===== config.mk =====
export PLATFORM = sky130hd
export DESIGN_NAME = bounded_substring_matcher
export DESIGN_NICKNAME = d
export VERILOG_FILES = /design/src/hw/rtl/bsm_pkg.sv /design/src/hw/rtl/bsm_cell.sv /design/src/hw/rtl/bounded_substring_matcher.sv
export SDC_FILE = /design/constraint.sdc
export NUM_CORES = 1
export LEC_CHECK = 0
export BUFFER_PORTS_ARGS = -buffer_cell sky130_fd_sc_hd__buf_4
export CORE_MARGIN = 5
export CORE_UTILIZATION = 35
export DETAILED_ROUTE_END_ITERATION = 6
export GPL_TIMING_DRIVEN = 0
export PLACE_DENSITY_LB_ADDON = 0.05
export SLEW_MARGIN = 20
export SYNTH_ARGS = -nofsm -noshare
export SYNTH_HDL_FRONTEND = slang
export SYNTH_SLANG_ARGS = --single-unit

===== constraint.sdc =====
create_clock -name i_clk -period 6.3 [get_ports i_clk]
set_clock_uncertainty 0.15 [all_clocks]
set_input_delay 1.26 -clock i_clk [delete_from_list [all_inputs] [get_ports i_clk]]
set_output_delay 1.26 -clock i_clk [all_outputs]
set_load 0.1 [all_outputs]

===== src/hw/rtl/bsm_pkg.sv =====
// ----------------------------------------------------------------------------
// bsm_pkg
// types and constants for the bounded substring matcher
// ----------------------------------------------------------------------------
`timescale 1ns / 1ps
`default_nettype none

package bsm_pkg;

    localparam int NEEDLE_W   = 64;
    localparam int LENGTH_W   = 4;
    localparam int LIMIT_W    = 16;
    localparam int COUNT_W    = 17;
    localparam int CFG_IDX_W  = 8;
    localparam logic [LIMIT_W-1:0] LIMIT_RESET = 16'hFFFF;

    localparam logic [CFG_IDX_W-1:0] CFG_NEEDLE_BYTES  = 8'd0;
    localparam logic [CFG_IDX_W-1:0] CFG_NEEDLE_LENGTH = 8'd1;
    localparam logic [CFG_IDX_W-1:0] CFG_SEARCH_LIMIT  = 8'd2;

    typedef struct packed {
        logic [7:0] text_byte;
        logic       end_of_string;
    } t_in_word;

    typedef struct packed {
        logic                found;
        logic [LIMIT_W-1:0]  match_position;
    } t_out_word;

    typedef struct packed {
        logic shift;
        logic clear;
    } t_cell_ctrl;

endpackage

`default_nettype wire


===== src/hw/rtl/bsm_cell.sv =====
// ----------------------------------------------------------------------------
// bsm_cell
// one window slot: holds a byte, passes it on, compares the incoming byte
// ----------------------------------------------------------------------------
`timescale 1ns / 1ps
`default_nettype none

module bsm_cell (
    input  wire logic               i_clk,
    input  wire logic               i_rst_n,
    input  wire bsm_pkg::t_cell_ctrl i_ctrl,
    input  wire logic [7:0]         i_byte,
    input  wire logic [7:0]         i_needle_byte,
    input  wire logic               i_active,
    output logic [7:0]              o_byte,
    output logic                    o_hit
);

    logic [7:0] r_byte;
    logic [7:0] n_byte;

    always_comb begin
        n_byte = r_byte;
        if (i_ctrl.clear) begin
            n_byte = 8'h00;
        end else if (i_ctrl.shift) begin
            n_byte = i_byte;
        end
    end

    always_ff @(posedge i_clk) begin
        if (!i_rst_n) begin
            r_byte <= 8'h00;
        end else begin
            r_byte <= n_byte;
        end
    end

    // compare against the byte arriving now, i.e. the window after the shift
    assign o_hit  = !i_active || (i_byte == i_needle_byte);
    assign o_byte = r_byte;

endmodule

`default_nettype wire


===== src/hw/rtl/bounded_substring_matcher.sv =====
// ----------------------------------------------------------------------------
// bounded_substring_matcher
// streaming search for a short needle within a bounded haystack prefix
// ----------------------------------------------------------------------------
// Takes one haystack byte per clock cycle, back to back, with a terminator word
// closing each string. The last bytes sit in a row of MAX_NEEDLE cells that
// shift by one slot per accepted byte until a result is reported; every active
// cell compares its incoming byte with its needle byte in the same cycle, so
// the rate of one word per cycle is set by the combinational compare across the
// row and the position counter. A result lands in the output register in the
// cycle after its word is accepted; the input stalls only while that register
// is full and the output side stalls. No clearing pass is needed after reset.
// ----------------------------------------------------------------------------
`timescale 1ns / 1ps
`default_nettype none

module bounded_substring_matcher #(
    parameter int MAX_NEEDLE = 8
) (
    input  wire logic                               i_clk,
    input  wire logic                               i_rst_n,
    input  wire logic                               i_in_valid,
    output logic                                    o_in_stall,
    input  wire bsm_pkg::t_in_word                  i_in_word,
    output logic                                    o_out_valid,
    input  wire logic                               i_out_stall,
    output bsm_pkg::t_out_word                      o_out_word,
    input  wire logic                               i_cfg_valid,
    output logic                                    o_cfg_ready,
    input  wire logic [bsm_pkg::CFG_IDX_W-1:0]      i_cfg_index,
    input  wire logic [bsm_pkg::NEEDLE_W-1:0]       i_cfg_data
);

    localparam int LW = bsm_pkg::LENGTH_W;
    localparam int CW = bsm_pkg::COUNT_W;

    logic [bsm_pkg::NEEDLE_W-1:0] r_needle;
    logic [LW-1:0]                r_length;
    logic [bsm_pkg::LIMIT_W-1:0]  r_limit;
    logic [CW-1:0]                r_count;
    logic [CW-1:0]                n_count;
    logic                         r_reported;
    logic                         n_reported;
    logic                         r_out_valid;
    logic                         n_out_valid;
    bsm_pkg::t_out_word           r_out_word;
    bsm_pkg::t_out_word           n_out_word;

    logic [LW-1:0]        used_len;
    logic                 in_acc;
    logic                 out_acc;
    logic                 byte_step;
    logic                 empty_hit;
    logic                 term_res;
    logic                 match;
    logic [CW-1:0]        count_inc;
    bsm_pkg::t_cell_ctrl  cell_ctrl;
    logic [7:0]           chain [MAX_NEEDLE+1];
    logic [MAX_NEEDLE-1:0] hits;

    assign o_cfg_ready = 1'b1;

    // configuration registers
    always_ff @(posedge i_clk) begin
        if (!i_rst_n) begin
            r_needle <= '0;
            r_length <= '0;
            r_limit  <= bsm_pkg::LIMIT_RESET;
        end else if (i_cfg_valid && o_cfg_ready) begin
            unique case (i_cfg_index)
                bsm_pkg::CFG_NEEDLE_BYTES:  r_needle <= i_cfg_data;
                bsm_pkg::CFG_NEEDLE_LENGTH: r_length <= i_cfg_data[LW-1:0];
                bsm_pkg::CFG_SEARCH_LIMIT:  r_limit  <= i_cfg_data[bsm_pkg::LIMIT_W-1:0];
                default: begin
                end
            endcase
        end
    end

    assign used_len = (r_length > LW'(MAX_NEEDLE)) ? LW'(MAX_NEEDLE) : r_length;

    assign out_acc    = r_out_valid && !i_out_stall;
    assign o_in_stall = r_out_valid && i_out_stall;
    assign in_acc     = i_in_valid && !o_in_stall;

    assign byte_step = in_acc && !i_in_word.end_of_string && !r_reported
                       && (used_len != '0);
    assign empty_hit = in_acc && !i_in_word.end_of_string && !r_reported
                       && (used_len == '0);
    assign term_res  = in_acc && i_in_word.end_of_string && !r_reported;

    assign cell_ctrl.shift = byte_step;
    assign cell_ctrl.clear = in_acc && i_in_word.end_of_string;

    // row of window cells, newest byte in cell 0
    assign chain[0] = i_in_word.text_byte;

    for (genvar gi = 0; gi < MAX_NEEDLE; gi++) begin : g_cell
        logic [LW-1:0] sel;
        assign sel = used_len - LW'(gi) - LW'(1);

        bsm_cell u_cell (
            .i_clk         (i_clk),
            .i_rst_n       (i_rst_n),
            .i_ctrl        (cell_ctrl),
            .i_byte        (chain[gi]),
            .i_needle_byte (r_needle[{sel[2:0], 3'b000} +: 8]),
            .i_active      (LW'(gi) < used_len),
            .o_byte        (chain[gi+1]),
            .o_hit         (hits[gi])
        );
    end

    // saturating byte count
    assign count_inc = (r_count == {CW{1'b1}}) ? r_count : r_count + CW'(1);

    assign match = byte_step && (count_inc >= CW'(used_len))
                   && (count_inc <= CW'(r_limit)) && (&hits);

    always_comb begin
        n_count    = r_count;
        n_reported = r_reported;
        if (cell_ctrl.clear) begin
            n_count    = '0;
            n_reported = 1'b0;
        end else begin
            if (byte_step) begin
                n_count = count_inc;
            end
            if (match || empty_hit) begin
                n_reported = 1'b1;
            end
        end
    end

    // output register
    always_comb begin
        n_out_valid = r_out_valid;
        n_out_word  = r_out_word;
        if (match || empty_hit || term_res) begin
            n_out_valid                = 1'b1;
            n_out_word.found           = match || empty_hit || (used_len == '0);
            n_out_word.match_position  = '0;
            if (match) begin
                n_out_word.match_position = 16'(count_inc - CW'(used_len));
            end
        end else if (out_acc) begin
            n_out_valid = 1'b0;
        end
    end

    always_ff @(posedge i_clk) begin
        if (!i_rst_n) begin
            r_count     <= '0;
            r_reported  <= 1'b0;
            r_out_valid <= 1'b0;
        end else begin
            r_count     <= n_count;
            r_reported  <= n_reported;
            r_out_valid <= n_out_valid;
        end
    end

    always_ff @(posedge i_clk) begin
        r_out_word <= n_out_word;
    end

    assign o_out_valid = r_out_valid;
    assign o_out_word  = r_out_word;

endmodule

`default_nettype wire


[Yosys cells after proc, flatten, opt, wreduce, memory -nomap -nowiden]
Index checks and enable logic that the tools add are counted.
Storage, ports and cells
  flip-flop bits (word level): 176
  output and inout bits: 20
  input port bits: 86
Operators by class
  eq/ne operators: 11
  bitwise logic cells: 1
  mux-type cells: 4
  add/sub/neg operators: 16
  reductions and logical operators: 44
  order comparisons: 11
  shift operators: 8
Operators with widths (count)
  $shiftx A64 B7 Y8: 8
  $eq A8 B8 Y1: 8
  $sub A3 B1 Y3 const B: 8
  $add A17 B1 Y17 const B: 1
  $eq A17 B17 Y1 const B: 1
  $ge A17 B4 Y1: 1
  $le A17 B16 Y1: 1
  $mux W17: 1
  $lt A3 B4 Y1 const A: 4
  $sub A16 B4 Y16: 1
  $logic_and A1 B1 Y1: 12
  $logic_not A1 Y1: 12
  $sub A3 B3 Y3 const B: 4
  $logic_or A1 B1 Y1: 11
  $eq A8 B1 Y1 const B: 1
  $eq A8 B2 Y1 const B: 1
  $logic_not A8 Y1: 1
  $lt A1 B4 Y1 const A: 2
  $lt A2 B4 Y1 const A: 2
  $reduce_and A8 Y1: 1
  $reduce_and A2 Y1: 3
  $sub A3 B2 Y3 const B: 2
  $gt A4 B4 Y1 const B: 1
  $logic_not A4 Y1: 1
  6 further kinds: 7

[Depth between registers and ports, before layout]
Gate-level depths: netlist (run 1).
  depth after elaboration: 12
  mapped depth: 18
  mapped depth without buffers: 17

[Cells and area by module]
From an unflattened synthesis (run 1), not the netlist that was laid out.
Second synthesis, totals
  cells, all modules: 1226
  area, all modules: 11192.0 µm²
By module, submodules not included
  bounded_substring_matcher: sequential area each 2572.5 µm², area each 8149.1 µm², times used 1, cells each 922
  bsm_cell: sequential area each 160.2 µm², area each 380.4 µm², times used 8, cells each 38

[Worst setup path before layout (run 1)]
OpenSTA, ideal clock, no wires.
  kind: register to register
  start: register r_count[0]
  end: register r_out_word, in the netlist o_out_word[0], enable pin
  library setup time: 0.373 ns
  stages on the path, launching flop included: 19
  slack: 1.702 ns
  path buffers: 1
  data required time: 5.777 ns
  arrival time: 4.074 ns
  path through: dfxtp_1 > ha_1 > nand3_1 > or3_1 > nand2b_1 > inv_1 > nand2_1 > xor2_1 > inv_1 > ha_1 > nand4_1 > nor4_1 > inv_1 > a211o_1 > a211o_1 > nor4_1 > nand4_1 > buf_2 > nand2_1
On the way
  cells in the longest elaborated chain, start to end: 8
  elaborated cells on any way between the ends: 10
Ends and longest elaborated chain
  start, declared: RTL line bounded_substring_matcher.sv:40  | logic [CW-1:0] r_count;
  start signal, assigned: RTL line bounded_substring_matcher.sv:158  | r_count <= n_count;
  $add A17 B1 Y17 or $eq A17 B17 Y1 (tied branches): RTL line bounded_substring_matcher.sv:115  | assign count_inc = (r_count == {CW{1'b1}}) ? r_count : r_count + CW'(1);
  $mux W17 (*): RTL line bounded_substring_matcher.sv:115
  net count_inc[10]: RTL line bounded_substring_matcher.sv:56  | logic [CW-1:0] count_inc;
  $ge A17 B4 Y1: RTL line bounded_substring_matcher.sv:117  | assign match = byte_step && (count_inc >= CW'(used_len))
  $logic_and A1 B1 Y1: RTL line bounded_substring_matcher.sv:117
  $logic_and A1 B1 Y1 (*) (2 in series): RTL line bounded_substring_matcher.sv:118  | && (count_inc <= CW'(r_limit)) && (&hits);
  $logic_or A1 B1 Y1 (*) (2 in series): RTL line bounded_substring_matcher.sv:140  | if (match || empty_hit || term_res) begin
  end signal, assigned: RTL line bounded_substring_matcher.sv:165  | r_out_word <= n_out_word;
  end, declared: RTL line bounded_substring_matcher.sv:46  | bsm_pkg::t_out_word r_out_word;
The timed path passes the listed nets; every way through them passes the cells marked *.
A chain may end at the register's enable or synchronous reset.

[Final worst setup path (run 1)]
  start: register r_length[1]
  end: register r_out_word, in the netlist o_out_word[0], enable pin
On the way
  cells in the longest elaborated chain, start to end: 11
  elaborated cells on any way between the ends: 67
Ends and longest elaborated chain
  start, declared: RTL line bounded_substring_matcher.sv:38  | logic [LW-1:0] r_length;
  start signal, assigned: RTL line bounded_substring_matcher.sv:72  | bsm_pkg::CFG_NEEDLE_LENGTH: r_length <= i_cfg_data[LW-1:0];
  $gt A4 B4 Y1: RTL line bounded_substring_matcher.sv:80  | assign used_len = (r_length > LW'(MAX_NEEDLE)) ? LW'(MAX_NEEDLE) : r_length;
  $mux W4 (*): RTL line bounded_substring_matcher.sv:80
  $sub A3 B1 Y3 (tied with other cells): RTL line bounded_substring_matcher.sv:100  | assign sel = used_len - LW'(gi) - LW'(1);
  $sub A3 B1 Y3: RTL line bounded_substring_matcher.sv:100
  $shiftx A64 B7 Y8: RTL line bounded_substring_matcher.sv:107  | .i_needle_byte (r_needle[{sel[2:0], 3'b000} +: 8]),
  $eq A8 B8 Y1: RTL line bsm_cell.sv:40  | assign o_hit = !i_active || (i_byte == i_needle_byte);
  $logic_or A1 B1 Y1: RTL line bsm_cell.sv:40
  $reduce_and A8 Y1: RTL line bounded_substring_matcher.sv:118
  $logic_and A1 B1 Y1: RTL line bounded_substring_matcher.sv:118
  $logic_or A1 B1 Y1 (*) (2 in series): RTL line bounded_substring_matcher.sv:140
Every way passes the cells marked *; elsewhere a longest branch is shown, timed or not.

==> run metrics, run 1 <==
crit-path leading delay family=buffers and inverters; Num CTS Buffers=17; 1st-iter DRT viols=about 1100; Post-Syn Instances=roughly 1400; Top FF cell, synth=dfxtp_1; max_slew headroom=37.0%; #FFs+latches synth=176; leak pwr=0.00488 uW; Post-synth EDFFs=17; GPL Wtd Cong=0.938; ratio of total power to cell area=179 nW/um^2; RSZ-0062 raised after global routing=false; critical path class=reg -> reg; syn_area_per_cell=roughly 8.4 sq um; CTS sink count=approximately 180; Clk pwr share=46.2%; most frequent CP cell=buf_2; Final #Nets=around 1600; Vias=around 11000; Worst EP arrival=5760 ps; Skew-Pair Late Insertion Delay=470 ps; number of buffers added on ports=103; Design Power=2420 uW; VDD IR-drop max=0.192 mV; Longest Clk Path Bufs=2; Final ANT Viol Nets=0; all-layer global routing usage=24.0%; share of synthesized registers carrying an async set or reset=0%; Die Y=192 um; Area Overhead vs Synth=17.1%; Vias per Instance=5.46; # diodes=0; Placement Setup Slack=-137 ps; drt wl/cell=22.5 um; Flop pwr share=47.1%; placed insts=1921; initial antenna violation count=0; Yosys Warn Count=0; Worst setup EP type=flip-flop; Detailed Route WL=roughly 44 mm; die area=approximately 37000 sq um; outcome=finished, final reports clean; post-route setup slack=506 ps; Clock Pin Slew Worst Setup and Hold Paths=80 ps; design area=13500 sq um; DRC=0; Area after DPL=12900 sq um; Final min period=approximately 5800 ps; largest net degree at the start of global routing=22; Setup Viol. Count Final=0; crit-path cells=buf_2 > nand2b_1 > clkbuf_1 > clkbuf_1 > buf_2 > ha_1 > buf_2 > buf_2 > mux4_2 > xnor2_1 > a2111oi_0 > a31oi_1 > nor4_1 > nand4_1 > buf_2 > nand2_2; first-pass GRT wire length=65.6 mm; post_cts resized=1; CTS H-tree depth=4; io pins=about 110; WHS=325 ps; post-CTS setup buffer count=0; maxcap violations=0; Final HPWL DP=around 35 mm; final cycle utilization of the critical path=just over 90%; Min-Delay Path Class=reg -> reg; Switching Share=approximately 28%; die width=192 um; first-pass iteration count of the detailed router=5; Hold Fails Final Rpt=0; Buf/Inv on CP=7; Non-Filler Instances=1953; post-synthesis sequential area ratio=between 30% and 40%; crit path max-delay cell type=a2111oi_0; Yosys cell types=72; CTS tree=built; Pins Over Slew Limit=0; layout cells sized above 1=15.1%; Largest stage delay, worst path=640 ps; synthesized net count=1485; Achievable Freq=173 MHz; combinational power share=6.7%; core footprint=32500 sq um; Starting Density=a little over a third; Int Pwr=1740 uW; Site Rows=66; Startpoint Class=flip-flop; Worst EP required=6260 ps; vias in the first global route=~10000; Net Sw Power=between 600 and 700 uW; Netlist Area Pre-Place=about 12000 sq um; peak fanout along the critical path=17; GRT Residual Overflow=0; worst slew pin tran=936 ps; root buffer cell=clkbuf_16; hold_buf cts=0
## synth_stat cells (16+ instances only)
library cell,number,share of area (%)
inv_1,33,1.1
a211oi_1,16,1.0
mux4_2,45,8.8
ha_1,22,2.4
buf_2,17,0.74
a21oi_1,160,6.9
nand3_1,22,0.95
nor2_1,80,2.6
xnor2_1,69,5.2
mux2i_1,106,9.2
nand2_1,308,10
dfxtp_1,159,28
clkbuf_1,61,2.0
o21ai_0,23,1.0
xor2_1,45,3.4
edfxtp_1,17,4.4
## path summary, 6_finish.rpt
path,cells past startpoint,end,slack (ps),startpoint
min,2,g_cell[6].u_cell.o_byte[7],330,g_cell[6].u_cell.o_byte[7]
max,16,o_out_word[0],510,r_length[1]
max reg2reg,16,o_out_word[0],510,r_length[1]
min reg2reg,2,g_cell[6].u_cell.o_byte[7],330,g_cell[6].u_cell.o_byte[7]
## final cells by class
cell class                      count  area (sq um)
Clock buffer                       17           425
Tap cell                          442           553
Fill cell                        3366         19000
Sequential cell                   176          3690
Timing Repair Buffer              103           773
Buffer                             93           407
Clock inverter                     15           204
Multi-Input combinational cell   1072          7310
Inverter                           35           134
## power by group through the flow
| stage | logic (uW) | registers [uW] | clock network, uW |
|---|---|---|---|
| floorplan | 39.0 | 1210 | 0 |
| global placement | 162 | 1170 | 0 |
| detailed placement | 161 | 1170 | 0 |
| CTS | 162 | 1140 | 1140 |
| global route | 169 | 1140 | 1180 |
| finish | 161 | 1140 | 1120 |
## through the flow
| step | setup TNS [ps] | util (%) |
|---|---|---|
| after floorplan | 0 | - |
| after global placement | -1970 | 39.5 |
| after detailed placement | -2290 | 39.5 |
| after CTS | 0 | 41.5 |
| after global routing | 0 | 41.5 |
| final | 0 | 41.5 |
## flip-flops by register name, indices dropped and copies added, names as in the netlist
| signal | count |
|---|---|
| g_cell.u_cell.o_byte | 56 |
| o_out_valid | 1 |
| o_out_word | 17 |
| r_count | 17 |
| r_length | 4 |
| r_limit | 16 |
| r_needle | 64 |
| r_reported | 1 |
## routing by layer
metal | vias to the layer above | global-route usage, % | part of all wire [%]
li1 | 5101 | - | -
met4 | 0 | 9.72 | 3.8
met3 | 69 | 3.40 | 5.8
met5 | - | 0 | 0
met1 | 5092 | 33.6 | 45
met2 | 408 | 37.4 | 45
## cells in the final DEF, fill, tap and decap left out, drive strengths merged, types with 8 or more instances in the layout
cell type / n
o22ai: 9
ha: 22
a211oi: 16
inv: 41
mux4: 45
xnor2: 71
o221ai: 8
o21ai: 25
clkinv: 9
clkbuf: 79
dfxtp: 159
a21oi: 160
nor3: 14
nand3: 22
xor2: 45
nor4: 10
nand4: 11
edfxtp: 17
mux2i: 106
or3: 9
nor2: 81
nand2: 308
buf: 134
o211ai: 14
## cells by family after synthesis
| logic type | share of synthesized area (%) |
|---|---|
| and+or+nand+nor | 18.4 |
| AOI/OAI and AO/OA | 14.7 |
| DFF | 32.0 |
| muxes | 18.5 |
| buffers and inverters | 4.67 |
| xor gates and xnor gates | 9.04 |
| adders and majority gates | 2.65 |
| other | 0.0325 |
## worst min-delay path: cells and delay by family, from the launching register on
kind,cells,cell delay [ps]
AND/OR/NAND/NOR,1,50
flip-flops,1,330
AO/OA/AOI/OAI,1,50
(Power assumes the default switching activity.)
==> run 2, diff against run 1 <==
clock period = 6.6 ns   (was 6.3 ns; I/O delays follow)
==> run metrics, run 2 (synthesis gave the netlist of run 1 again) <==
max FFs per register=64 (unchanged); Vias=10700 (+0.12%); RSZ-0062 raised after global routing=false; peak fanout along the critical path=17 (unchanged); first-pass iteration count of the detailed router=5 (unchanged); Final ANT Viol Nets=0 (unchanged); CTS H-tree depth=4 (unchanged); GPL Wtd Cong=0.938 (unchanged); Longest Clk Path Bufs=2 (unchanged); Worst setup EP type=flip-flop; Clk pwr share=46.2% (about the same); most frequent CP cell=buf_2; Flop pwr share=47.1% (about the same); Largest stage delay, worst path=570 ps (-70 ps); Area after DPL=12900 sq um (unchanged); Vias per Instance=5.47 (+0.12%); critical path class=reg -> reg; setup TNS=0 ps (unchanged); Final #Nets=1607 (unchanged); Pins Over Slew Limit=0 (unchanged); vias in the first global route=10200 (unchanged); Buf/Inv on CP=8 (+1); DRC=0 (unchanged); layout cells sized above 1=15.0% (-0.066 points); largest net degree at the start of global routing=22 (unchanged); Area Overhead vs Synth=17.1% (about the same); Int Pwr=1660 uW (-4.5%); crit-path leading delay family=buffers and inverters; Design Power=2310 uW (-4.6%); initial antenna violation count=0 (unchanged); Min-Delay Path Class=reg -> reg; die area=36700 sq um (unchanged); number of buffers added on ports=103 (unchanged); most flop-heavy register=r_needle; drt wl/cell=22.5 um (about the same); Clock Pin Slew Worst Setup and Hold Paths=80 ps (about the same); core footprint=32500 sq um (unchanged); GRT Residual Overflow=0 (unchanged); max_slew headroom=34.7% (-2.3 points); Starting Density=35.4% (unchanged); Final HPWL DP=34.8 mm (unchanged); ratio of total power to cell area=171 nW/um^2 (-4.6%); outcome=finished, final reports clean; die width=192 um (unchanged); crit path max-delay cell type=a2111oi_0; Worst EP required=6560 ps (+300 ps); Achievable Freq=169 MHz (-2.3%); Detailed Route WL=43.9 mm (about the same); first-pass GRT wire length=65.6 mm (unchanged); all-layer global routing usage=24.0% (unchanged); combinational power share=6.7% (about the same); root buffer cell=clkbuf_16; # diodes=0 (unchanged); io pins=106 (unchanged); CTS sink count=176 (unchanged); VDD IR-drop max=0.182 mV (-4.7%); Worst EP arrival=5890 ps (+130 ps); 1st-iter DRT viols=1086 (+1.3%); design area=13500 sq um (about the same); worst slew pin tran=970 ps (+33.7 ps); Final min period=5930 ps (+137 ps); maxcap violations=0 (unchanged); crit-path cells=buf_2 > nand2b_1 > clkbuf_1 > clkbuf_1 > clkbuf_2 > ha_1 > buf_2 > buf_2 > buf_1 > o22ai_1 > a2111oi_0 > a31oi_1 > nor4_1 > nand4_1 > buf_2 > nand2_2; CTS tree=built; Site Rows=66 (unchanged); commonest non-fill, non-tap cell in the layout=nand2_1; most frequent cells in the layout=nand2_1, a21oi_1, dfxtp_1, buf_4, mux2i_1; post-CTS setup buffer count=0 (unchanged); leak pwr=0.00488 uW (about the same); Skew-Pair Late Insertion Delay=470 ps (about the same); Die Y=192 um (unchanged); Net Sw Power=653 uW (-4.6%); Switching Share=28.3% (about the same); hold_buf cts=0 (unchanged); Num CTS Buffers=17 (unchanged); final cycle utilization of the critical path=89.9% (-2.1 points); Hold Fails Final Rpt=0 (unchanged); Startpoint Class=flip-flop; Setup Viol. Count Final=0 (unchanged)
run 2: cell count changes in the layout (fill, tap and decap cells not counted):
cell	previous run	this run
buf_2	18	17
buf_1	5	6
run 2: worst register-to-register path: stages (launching register included):
cell and delay, ps:
dfxtp_1 300, buf_2 190, nand2b_1 100, clkbuf_1 350, clkbuf_1 420, clkbuf_2 460
ha_1 280, buf_2 310, buf_2 340, buf_1 530, o22ai_1 180, a2111oi_0 570
a31oi_1 260, nor4_1 340, nand4_1 140, buf_2 250, nand2_2 400
run 2: worst paths after layout:
path | slack (ps) | from | depth (start not counted) | to
worst max register to register | 670 | r_length[1] | 16 | o_out_word[0]
worst min-delay path | 330 | g_cell[6].u_cell.o_byte[7] | 2 | g_cell[6].u_cell.o_byte[7]
worst max-delay path | 670 | r_length[1] | 16 | o_out_word[0]
worst min register to register | 330 | g_cell[6].u_cell.o_byte[7] | 2 | g_cell[6].u_cell.o_byte[7]
run 2: layer usage:
metal	part of all wire [%]	global-route usage [%]
met4	3.8	9.72
met3	5.6	3.40
met5	0	0
met1	46	33.6
met2	45	37.4
run 2: final cells by class:
class,instances,area (sq um)
fill,3365,19000
multi-input combinational,1072,7310
sequential,176,3690
timing repair buffer,103,773
tap,442,553
clock buffer,17,425
buffer,93,405
clock inverter,15,204
inverter,35,134
run 2: repair_timing:
item                                    4_1_cts  5_1_grt
resized for setup                             0        3
hold endpoints to repair                      0        0
endpoints found under the setup margin        0       17
run 2: power by group through the flow:
stage               logic, uW  clock network (uW)  registers [uW]
CTS                       155                1090            1090
finish                    154                1070            1090
detailed placement        154                   0            1110
global placement          154                   0            1110
global route              161                1130            1090
floorplan                37.2                   0            1160
run 2: metrics by stage:
step	worst slack, ps	utilization [%]	std cells	hold slack [ps]
finish	670	41.5	1953	325
global route	150	41.5	1953	340
CTS	138	41.5	1953	326
detailed placement	163	39.5	1921	314
global placement	182	39.5	1921	308
floorplan	2000	-	1376	295
